==> config.mk <==
export PLATFORM = sky130hd
export DESIGN_NAME = quadrature_odometer_speed_top
export DESIGN_NICKNAME = d
export VERILOG_FILES = /design/src/hdl/qos_pkg.sv /design/src/hdl/quadrature_odometer_speed_top.sv /design/src/hdl/qos_div.sv /design/src/hdl/qos_dp.sv /design/src/hdl/qos_ctrl.sv
export VERILOG_INCLUDE_DIRS = /design/src /design/src/hdl
export SDC_FILE = /design/constraint.sdc
export NUM_CORES = 1
export LEC_CHECK = 0
export BUFFER_PORTS_ARGS = -buffer_cell sky130_fd_sc_hd__buf_2
export CORE_MARGIN = 1.5
export CORE_UTILIZATION = 45
export DETAILED_ROUTE_END_ITERATION = 7
export GPL_TIMING_DRIVEN = 0
export HOLD_SLACK_MARGIN = 0.1
export SETUP_SLACK_MARGIN = 0.02
export SLEW_MARGIN = 20
export SYNTH_ARGS = -nofsm -noshare
export SYNTH_HDL_FRONTEND = slang
export SYNTH_HIERARCHICAL = 1
export SYNTH_SLANG_ARGS = --single-unit
export TNS_END_PERCENT = 30
==> constraint.sdc <==
create_clock -name clk -period 7.4 [get_ports clk]
set_input_delay 0.37 -clock clk [delete_from_list [all_inputs] [get_ports clk]]
set_output_delay 0.37 -clock clk [all_outputs]
set_load 0.005 [all_outputs]
==> src/hdl/quadrature_odometer_speed_top_macros.svh <==
// ---------------------------------------------------------------------------
// Quadrature odometer assertion macros
// Shared property wrappers for the odometer checks.
// ---------------------------------------------------------------------------
`ifndef QUADRATURE_ODOMETER_SPEED_TOP_MACROS_SVH
`define QUADRATURE_ODOMETER_SPEED_TOP_MACROS_SVH

// Same-cycle implication, clocked on clk and quiet during reset.
`define QOS_ASSERT_NOW(label, ante, cons, msg) \
  label: assert property (@(posedge clk) disable iff (rst) (ante) |-> (cons)) \
    else $error(msg);

// Next-cycle implication, clocked on clk and quiet during reset.
`define QOS_ASSERT_NEXT(label, ante, cons, msg) \
  label: assert property (@(posedge clk) disable iff (rst) (ante) |=> (cons)) \
    else $error(msg);

`endif

==> src/hdl/qos_pkg.sv <==
// ---------------------------------------------------------------------------
// Quadrature odometer package
// Shared constants, register indexes, controller codes and handshake structs.
// ---------------------------------------------------------------------------
package qos_pkg;

  localparam int NUM_W     = 16;
  localparam int TOTAL_W   = 48;
  localparam int NUM_SHIFT = TOTAL_W - NUM_W;
  localparam int STEP_W    = 6;

  localparam logic [STEP_W-1:0] NUM_STEPS   = STEP_W'(NUM_W);
  localparam logic [STEP_W-1:0] TOTAL_STEPS = STEP_W'(TOTAL_W);

  localparam logic [NUM_W-1:0] NUM_RESET     = 16'd100;
  localparam logic [NUM_W-1:0] TIMEOUT_RESET = 16'd1000;

  localparam logic REG_SPEED_NUM = 1'b0;
  localparam logic REG_TIMEOUT   = 1'b1;

  localparam logic FUNC_EDGE = 1'b0;
  localparam logic FUNC_TICK = 1'b1;

  localparam logic [1:0] DIR_UNKNOWN  = 2'd0;
  localparam logic [1:0] DIR_FORWARD  = 2'd1;
  localparam logic [1:0] DIR_BACKWARD = 2'd2;

  typedef enum logic [4:0] {
    S_IDLE = 5'b00001,
    S_DIV1 = 5'b00010,
    S_UPD  = 5'b00100,
    S_DIV2 = 5'b01000,
    S_PUB  = 5'b10000
  } state_t;

  typedef struct packed {
    logic accept;
    logic div_start;
    logic div_mean;
    logic speed_update;
    logic mean_update;
    logic publish;
  } cmd_t;

  typedef struct packed {
    logic needs_speed;
    logic div_busy;
    logic div_done;
    logic out_free;
  } stat_t;

endpackage

==> src/hdl/quadrature_odometer_speed_top.sv <==
// ---------------------------------------------------------------------------
// Quadrature odometer with period speed
// A tick, or an edge within the same millisecond, goes on to the publish state
// once accepted. An edge that measures speed first runs the shared serial
// divider twice (16 steps for speed, 48 for the mean). One item is in work at
// a time; the result register frees the output side. Synchronous reset clears
// control and odometry state, loads register defaults, leaves result fields.
// ---------------------------------------------------------------------------
`include "quadrature_odometer_speed_top_macros.svh"

module quadrature_odometer_speed_top import qos_pkg::*; #(
  parameter int COUNT_WIDTH = 32,
  parameter int SPEED_WIDTH = 16
) (
  input  logic               clk,
  input  logic               rst,
  input  logic               cfg_write,
  input  logic               cfg_index,
  input  logic [15:0]        cfg_data,
  input  logic               in_valid,
  output logic               in_stall,
  input  logic               func,
  input  logic               channel,
  input  logic               rising,
  input  logic               other_level,
  output logic               out_valid,
  input  logic               out_stall,
  output logic signed [31:0] position,
  output logic [31:0]        edge_count,
  output logic signed [16:0] current_speed,
  output logic [15:0]        average_speed,
  output logic [15:0]        highest_speed,
  output logic [1:0]         direction
);

  cmd_t  cmd;
  stat_t stat;

  qos_ctrl u_ctrl (
    .clk      (clk),
    .rst      (rst),
    .in_valid (in_valid),
    .func     (func),
    .stat     (stat),
    .cmd      (cmd),
    .in_stall (in_stall)
  );

  qos_dp #(
    .COUNT_WIDTH (COUNT_WIDTH),
    .SPEED_WIDTH (SPEED_WIDTH)
  ) u_dp (
    .clk           (clk),
    .rst           (rst),
    .cmd           (cmd),
    .stat          (stat),
    .cfg_write     (cfg_write),
    .cfg_index     (cfg_index),
    .cfg_data      (cfg_data),
    .func          (func),
    .channel       (channel),
    .rising        (rising),
    .other_level   (other_level),
    .out_stall     (out_stall),
    .out_valid     (out_valid),
    .position      (position),
    .edge_count    (edge_count),
    .current_speed (current_speed),
    .average_speed (average_speed),
    .highest_speed (highest_speed),
    .direction     (direction)
  );

  `QOS_ASSERT_NEXT(a_busy_after_accept, in_valid && !in_stall, in_stall, "accepted beat did not close intake")
  `QOS_ASSERT_NOW(a_publish_free, cmd.publish, stat.out_free, "result overwritten before it was taken")
  `QOS_ASSERT_NOW(a_div_idle_start, cmd.div_start, !stat.div_busy, "divider restarted while busy")
  `QOS_ASSERT_NOW(a_valid_from_publish, $rose(out_valid), $past(cmd.publish), "result beat without publish")

endmodule

==> src/hdl/qos_div.sv <==
// ---------------------------------------------------------------------------
// Quadrature odometer serial divider
// Restoring divider, one quotient bit per cycle, step count set at start.
// ---------------------------------------------------------------------------
module qos_div import qos_pkg::*; #(
  parameter int DIVISOR_W = 32
) (
  input  logic                 clk,
  input  logic                 rst,
  input  logic                 start,
  input  logic [STEP_W-1:0]    steps,
  input  logic [TOTAL_W-1:0]   dividend,
  input  logic [DIVISOR_W-1:0] divisor,
  output logic                 busy,
  output logic                 done,
  output logic [TOTAL_W-1:0]   quotient
);

  logic [DIVISOR_W-1:0] rem;
  logic [STEP_W-1:0]    cnt;
  logic [DIVISOR_W:0]   rem_sh;
  logic [DIVISOR_W:0]   diff;
  logic                 fits;
  logic [DIVISOR_W-1:0] rem_next;

  // The dividend is left-aligned by the caller, so the quotient bits shift in
  // at the bottom while the unused low dividend bits move up as zeros.
  always_comb begin
    rem_sh   = {rem, quotient[TOTAL_W-1]};
    diff     = rem_sh - {1'b0, divisor};
    fits     = rem_sh >= {1'b0, divisor};
    rem_next = fits ? diff[DIVISOR_W-1:0] : rem_sh[DIVISOR_W-1:0];
  end

  always_ff @(posedge clk) begin
    if (rst) begin
      busy <= 1'b0;
      done <= 1'b0;
      cnt  <= '0;
    end else begin
      done <= busy && (cnt == STEP_W'(1));
      if (start) begin
        busy <= 1'b1;
        cnt  <= steps;
      end else if (busy) begin
        cnt <= cnt - STEP_W'(1);
        if (cnt == STEP_W'(1)) begin
          busy <= 1'b0;
        end
      end
    end
  end

  always_ff @(posedge clk) begin
    if (start) begin
      quotient <= dividend;
      rem      <= '0;
    end else if (busy) begin
      quotient <= {quotient[TOTAL_W-2:0], fits};
      rem      <= rem_next;
    end
  end

endmodule

==> src/hdl/qos_dp.sv <==
// ---------------------------------------------------------------------------
// Quadrature odometer datapath
// Odometry state, speed statistics, shared divider and the result register.
// ---------------------------------------------------------------------------
module qos_dp import qos_pkg::*; #(
  parameter int COUNT_WIDTH = 32,
  parameter int SPEED_WIDTH = 16
) (
  input  logic               clk,
  input  logic               rst,
  input  cmd_t               cmd,
  output stat_t              stat,
  input  logic               cfg_write,
  input  logic               cfg_index,
  input  logic [NUM_W-1:0]   cfg_data,
  input  logic               func,
  input  logic               channel,
  input  logic               rising,
  input  logic               other_level,
  input  logic               out_stall,
  output logic               out_valid,
  output logic signed [31:0] position,
  output logic [31:0]        edge_count,
  output logic signed [16:0] current_speed,
  output logic [15:0]        average_speed,
  output logic [15:0]        highest_speed,
  output logic [1:0]         direction
);

  localparam int DIVISOR_W = (COUNT_WIDTH > 32) ? COUNT_WIDTH : 32;
  localparam logic [TOTAL_W-1:0] SPEED_MAX =
    (TOTAL_W'(1) << SPEED_WIDTH) - TOTAL_W'(1);

  logic [NUM_W-1:0]       speed_num;
  logic [NUM_W-1:0]       timeout_ms;
  logic [31:0]            time_ms;
  logic [31:0]            last_edge;
  logic [15:0]            idle_count;
  logic                   armed;
  logic [COUNT_WIDTH-1:0] net_pos;
  logic [COUNT_WIDTH-1:0] total_edges;
  logic [SPEED_WIDTH-1:0] speed_now;
  logic [SPEED_WIDTH-1:0] speed_before;
  logic [SPEED_WIDTH-1:0] speed_peak;
  logic [TOTAL_W-1:0]     speed_total;
  logic [SPEED_WIDTH-1:0] speed_mean;
  logic [1:0]             heading;

  logic                   div_busy;
  logic                   div_done;
  logic [TOTAL_W-1:0]     quotient;
  logic [TOTAL_W-1:0]     dividend;
  logic [DIVISOR_W-1:0]   divisor;
  logic [STEP_W-1:0]      steps;

  logic                   forward;
  logic [15:0]            idle_next;
  logic [SPEED_WIDTH-1:0] speed_sat;
  logic [SPEED_WIDTH:0]   pair_sum;
  logic [SPEED_WIDTH-1:0] pair;
  logic [TOTAL_W:0]       total_sum;
  logic [16:0]            now17;

  // Speed is the numerator over elapsed milliseconds; the mean is the speed
  // sum over the edge count. Both run through the same divider.
  always_comb begin
    if (cmd.div_mean) begin
      dividend = speed_total;
      divisor  = (total_edges == '0) ? DIVISOR_W'(1) : DIVISOR_W'(total_edges);
      steps    = TOTAL_STEPS;
    end else begin
      dividend = TOTAL_W'(speed_num) << NUM_SHIFT;
      // Elapsed time wraps at 32 bits before it is widened.
      divisor  = DIVISOR_W'(32'(time_ms - last_edge));
      steps    = NUM_STEPS;
    end
  end

  qos_div #(
    .DIVISOR_W(DIVISOR_W)
  ) u_div (
    .clk      (clk),
    .rst      (rst),
    .start    (cmd.div_start),
    .steps    (steps),
    .dividend (dividend),
    .divisor  (divisor),
    .busy     (div_busy),
    .done     (div_done),
    .quotient (quotient)
  );

  always_comb begin
    forward   = channel ? (rising != other_level) : (rising == other_level);
    idle_next = (idle_count == 16'hFFFF) ? idle_count : idle_count + 16'd1;
    speed_sat = (quotient > SPEED_MAX) ? SPEED_MAX[SPEED_WIDTH-1:0]
                                       : quotient[SPEED_WIDTH-1:0];
    pair_sum  = {1'b0, speed_before} + {1'b0, speed_sat};
    pair      = pair_sum[SPEED_WIDTH:1];
    total_sum = {1'b0, speed_total} + (TOTAL_W + 1)'(speed_sat);
    now17     = 17'(speed_now);
  end

  always_comb begin
    stat.needs_speed = time_ms != last_edge;
    stat.div_busy    = div_busy;
    stat.div_done    = div_done;
    stat.out_free    = !out_valid || !out_stall;
  end

  always_ff @(posedge clk) begin
    if (rst) begin
      speed_num    <= NUM_RESET;
      timeout_ms   <= TIMEOUT_RESET;
      time_ms      <= '0;
      last_edge    <= '0;
      idle_count   <= '0;
      armed        <= 1'b1;
      net_pos      <= '0;
      total_edges  <= '0;
      speed_now    <= '0;
      speed_before <= '0;
      speed_peak   <= '0;
      speed_total  <= '0;
      speed_mean   <= '0;
      heading      <= DIR_UNKNOWN;
    end else begin
      if (cfg_write) begin
        case (cfg_index)
          REG_SPEED_NUM: speed_num  <= cfg_data;
          REG_TIMEOUT:   timeout_ms <= cfg_data;
          default:       ;
        endcase
      end
      if (cmd.accept) begin
        if (func == FUNC_TICK) begin
          time_ms <= time_ms + 32'd1;
          if (armed) begin
            idle_count <= idle_next;
            if (idle_next >= timeout_ms) begin
              speed_now <= '0;
              armed     <= 1'b0;
            end
          end
        end else begin
          heading <= forward ? DIR_FORWARD : DIR_BACKWARD;
          net_pos <= forward ? net_pos + COUNT_WIDTH'(1) : net_pos - COUNT_WIDTH'(1);
          if (total_edges != '1) begin
            total_edges <= total_edges + COUNT_WIDTH'(1);
          end
        end
      end
      if (cmd.speed_update) begin
        if (pair > speed_peak) begin
          speed_peak <= pair;
        end
        speed_total  <= total_sum[TOTAL_W] ? '1 : total_sum[TOTAL_W-1:0];
        speed_now    <= speed_sat;
        speed_before <= speed_sat;
        last_edge    <= time_ms;
        idle_count   <= '0;
        armed        <= 1'b1;
      end
      if (cmd.mean_update) begin
        speed_mean <= speed_sat;
      end
    end
  end

  always_ff @(posedge clk) begin
    if (rst) begin
      out_valid <= 1'b0;
    end else if (cmd.publish) begin
      out_valid <= 1'b1;
    end else if (!out_stall) begin
      out_valid <= 1'b0;
    end
  end

  always_ff @(posedge clk) begin
    if (cmd.publish) begin
      position      <= 32'(net_pos);
      edge_count    <= 32'(total_edges);
      current_speed <= (heading == DIR_BACKWARD) ? 17'd0 - now17 : now17;
      average_speed <= 16'(speed_mean);
      highest_speed <= 16'(speed_peak);
      direction     <= heading;
    end
  end

endmodule

==> src/hdl/qos_ctrl.sv <==
// ---------------------------------------------------------------------------
// Quadrature odometer controller
// Sequences item intake, the two divisions and the result publish.
// ---------------------------------------------------------------------------
module qos_ctrl import qos_pkg::*; (
  input  logic  clk,
  input  logic  rst,
  input  logic  in_valid,
  input  logic  func,
  input  stat_t stat,
  output cmd_t  cmd,
  output logic  in_stall
);

  state_t state;
  state_t state_next;

  always_comb begin
    state_next = state;
    cmd        = '0;
    case (state)
      S_IDLE: begin
        if (in_valid) begin
          cmd.accept = 1'b1;
          // An edge in a new millisecond measures speed; the time registers
          // are not touched by an edge, so the check is valid right now.
          if (func == FUNC_EDGE && stat.needs_speed) begin
            cmd.div_start = 1'b1;
            state_next    = S_DIV1;
          end else begin
            state_next = S_PUB;
          end
        end
      end
      S_DIV1: begin
        if (stat.div_done) begin
          cmd.speed_update = 1'b1;
          state_next       = S_UPD;
        end
      end
      S_UPD: begin
        cmd.div_start = 1'b1;
        cmd.div_mean  = 1'b1;
        state_next    = S_DIV2;
      end
      S_DIV2: begin
        // The divider reads its divisor on every step, so the mean operands
        // stay selected for the whole division.
        cmd.div_mean = 1'b1;
        if (stat.div_done) begin
          cmd.mean_update = 1'b1;
          state_next      = S_PUB;
        end
      end
      S_PUB: begin
        if (stat.out_free) begin
          cmd.publish = 1'b1;
          state_next  = S_IDLE;
        end
      end
      default: begin
        state_next = S_IDLE;
      end
    endcase
  end

  always_ff @(posedge clk) begin
    if (rst) begin
      state <= S_IDLE;
    end else begin
      state <= state_next;
    end
  end

  assign in_stall = (state != S_IDLE);

endmodule

==> flow_summary.ini <==
[status]
outcome = finished, final reports clean

[synthesis]
avgSynthCellArea_um2 = 9.04
netlist_area_um2 = 27600
yosysWarningCount = 6
syn_inst = 3047

[finish]
design_area_um2 = 31600
layout.nets = 3466
antenna_cells = 0
drive_above_1_share = 0.112
utilization = 0.523
ff_latch_area_um2 = 11600
syn_to_final_growth_pct = 14.7
nFillCells = 5490
multi_input_area_um2 = 14700

[critical_path]
crit_required_ns = 7.88
worstReg2RegEnd = u_dp/speed_peak[13]$_SDFFE_PP0P_
worstSetupStartpointType = flop
path_class = reg -> reg
arrival_ns = 7.41
cp_max_fo = 10
critPathLaunch = u_dp/u_div/quotient[37]$_DFFE_PP_
reg2regPathDepth = 23
r2r_start = u_dp/u_div/quotient[37]$_DFFE_PP_
worstSetupEndpoint = u_dp/speed_peak[13]$_SDFFE_PP0P_
reg2reg_slack_ns = 0.47
endpoint_kind = flop

[worst_hold_path]
whs_path_depth = 3
hp-class = in -> reg

[global_route]
grt_pass1_wl_um = 121000
grt_overflow_total = 0
antenna_found_initial = 1
grtUsageTotal = 0.240
grt_pass1_vias = 22342
grt_start_max_net_pins = 62

[floorplanning]
ioPinCount = 143
fp.dieW_um = 250
die_h_um = 250
floorplan.initialDensity = 0.456
core_um2 = 60500
rows = 90
die_area_um2 = 62700

[place]
placed_area_um2 = 29300
gp_congestion = 0.937
portBuffers = 142
pre_cts_slack_ns = 0.0416
hpwlAfterDp_um = 56800

[cts]
clk_pin_slew_ns = 0.06
clockBufferDepth = 3
cts_tree = done
cts_made_buffers = 56
cts.sinks = 500
cts_root_buf = clkbuf_16
clk_latency_ns = 0.62
ctsHtreeMaxLevel = 2
cts_setup_buffers = 0

[route]
drc = 0
wirelength_um = 76600
via_per_inst = 5.59
antenna_left = 0
wl_per_cell_um = 18.7
dr.pass1.iters = 5
drt_iter0_drc = 1568
dr_total_vias = 22921

[sta]
setup_violations = 0
fin_crit_sh = 0.936
fin_crit_ns = 6.93
finClkSkew_ns = 0.0235
relSlewSlack = 0.329
worstMarginPinSlew_ns = 1.01
timing.final.ws_setup_ns = 0.474
slew_viol_final = 0
tns_ns = 0
max_freq_ghz = 0.144
hold_viol = 0
rsz0062_at_grt = no

[job]
drv_cap = 0

[pwr]
power.density_nw_per_um2 = 260
p_leak_nw = 12.2
vdd_drop_max_uv = 274
==> flip-flops by register name (all words and copies together), names as in the netlist, 2 cells and up <==
signal               flops
u_dp/speed_num          16
u_dp/u_div/cnt           6
u_dp/average_speed      16
u_dp/idle_count         16
u_dp/time_ms            32
u_dp/edge_count         32
u_dp/speed_total        48
u_dp/u_div/quotient     48
u_dp/current_speed      17
u_dp/u_div/rem          32
u_dp/speed_now          16
u_dp/last_edge          32
u_dp/direction           2
u_dp/speed_before       16
u_ctrl/state             5
u_dp/speed_mean         16
u_dp/timeout_ms         16
u_dp/speed_peak         16
u_dp/total_edges        32
u_dp/position           32
u_dp/heading             2
u_dp/net_pos            32
u_dp/highest_speed      16
==> repair_timing <==
item / CTS / global route
setup endpoints to repair: 10 / 10
hold endpoints to repair: 34 / 0
hold buffers: 17 / 0
gates resized for setup: 1 / 4
==> cells in the final DEF (no fill, tap or decap), drive strengths merged, types with 12 or more instances in the layout <==
cell type      n
dfxtp        337
nand2        328
nor2         319
a21oi        230
clkbuf       185
inv          176
buf          173
ha           164
edfxtp       163
o21ai        115
xor2          99
xnor2         97
nand3         71
mux2          67
a21o          57
mux2i         57
and2          53
a211oi        52
and3          49
nand4         41
nor3          40
nor4          32
a311oi        29
nand2b        28
or3           24
nor2b         23
o31ai         23
o21a          23
o21bai        22
a31oi         22
o211ai        18
dlygate4sd3   17
o22ai         16
clkinv        12
==> per-layer routing <==
layer	GRT usage	vias to the layer above	wire length [µm]
met5	0	-	13
met2	0.411	534	36500
met3	0.0322	121	3150
met1	0.314	10968	34700
met4	0.0790	2	2310
li1	-	11296	-
==> critical path, stage by stage (launching register included) <==
cell and delay [ns]:
edfxtp_1 0.38, nor4_1 0.48, nand4_1 0.35, or2_2 0.36, clkbuf_1 0.27, clkbuf_1 0.33, nor2_2 0.36, inv_1 0.15
ha_1 0.38, a21o_1 0.21, a21oi_1 0.26, o21ai_0 0.18, a311oi_1 0.45, a21oi_1 0.19, a221oi_1 0.43, o21ai_0 0.21
ha_1 0.33, nand4_1 0.17, nor2_1 0.15, o21ai_0 0.15, a21oi_4 0.32, buf_2 0.37, mux2i_1 0.24, nor2_1 0.06
==> power by group <==
part	leakage [nW]	switching, W	internal (W)
Clock	0.983	0.00117	0.00188
Sequential	4.25	0.000119	0.00299
Combinational	6.95	0.00124	0.000817
==> through the flow <==
| stage | std cells | hold slack (ns) | total power (W) |
|---|---|---|---|
| 2_1_floorplan | 3050 | 0.403 | 0.00468 |
| 3_3_place_gp | 3974 | 0.422 | 0.00515 |
| 3_5_place_dp | 3977 | 0.419 | 0.00517 |
| 4_1_cts | 4100 | 0.112 | 0.00827 |
| 5_1_grt | 4101 | 0.153 | 0.00865 |
| 6_report | 4101 | 0.143 | 0.00822 |
==> final cells by class <==
type | instances | share of cell area
inverters | 176 | 0.0209
well taps | 782 | 0.0310
repair buffers | 163 | 0.0311
multi-input cells | 2239 | 0.465
clock buffers | 77 | 0.0514
plain buffers | 135 | 0.0187
flip-flops and latches | 500 | 0.368
clock inverters | 29 | 0.0135
==> how the worst min path moves through the flow <==
stage / to / slack (ns) / from
final: u_ctrl/state[4]$_SDFFE_PP0P_ / 0.14 / in_valid
after global routing: u_ctrl/state[4]$_SDFFE_PP0P_ / 0.15 / in_valid
after CTS: u_ctrl/state[4]$_SDFFE_PP0P_ / 0.11 / in_valid
after floorplan: u_dp/edge_count[13]$_DFFE_PP_ / 0.40 / u_dp/total_edges[13]$_SDFFE_PP0P_
after global placement: u_dp/average_speed[10]$_DFFE_PP_ / 0.42 / u_dp/speed_mean[10]$_SDFFE_PP0P_
after detailed placement: u_dp/average_speed[7]$_DFFE_PP_ / 0.42 / u_dp/speed_mean[7]$_SDFFE_PP0P_
No activity file was read; power rests on OpenSTA's default activity.
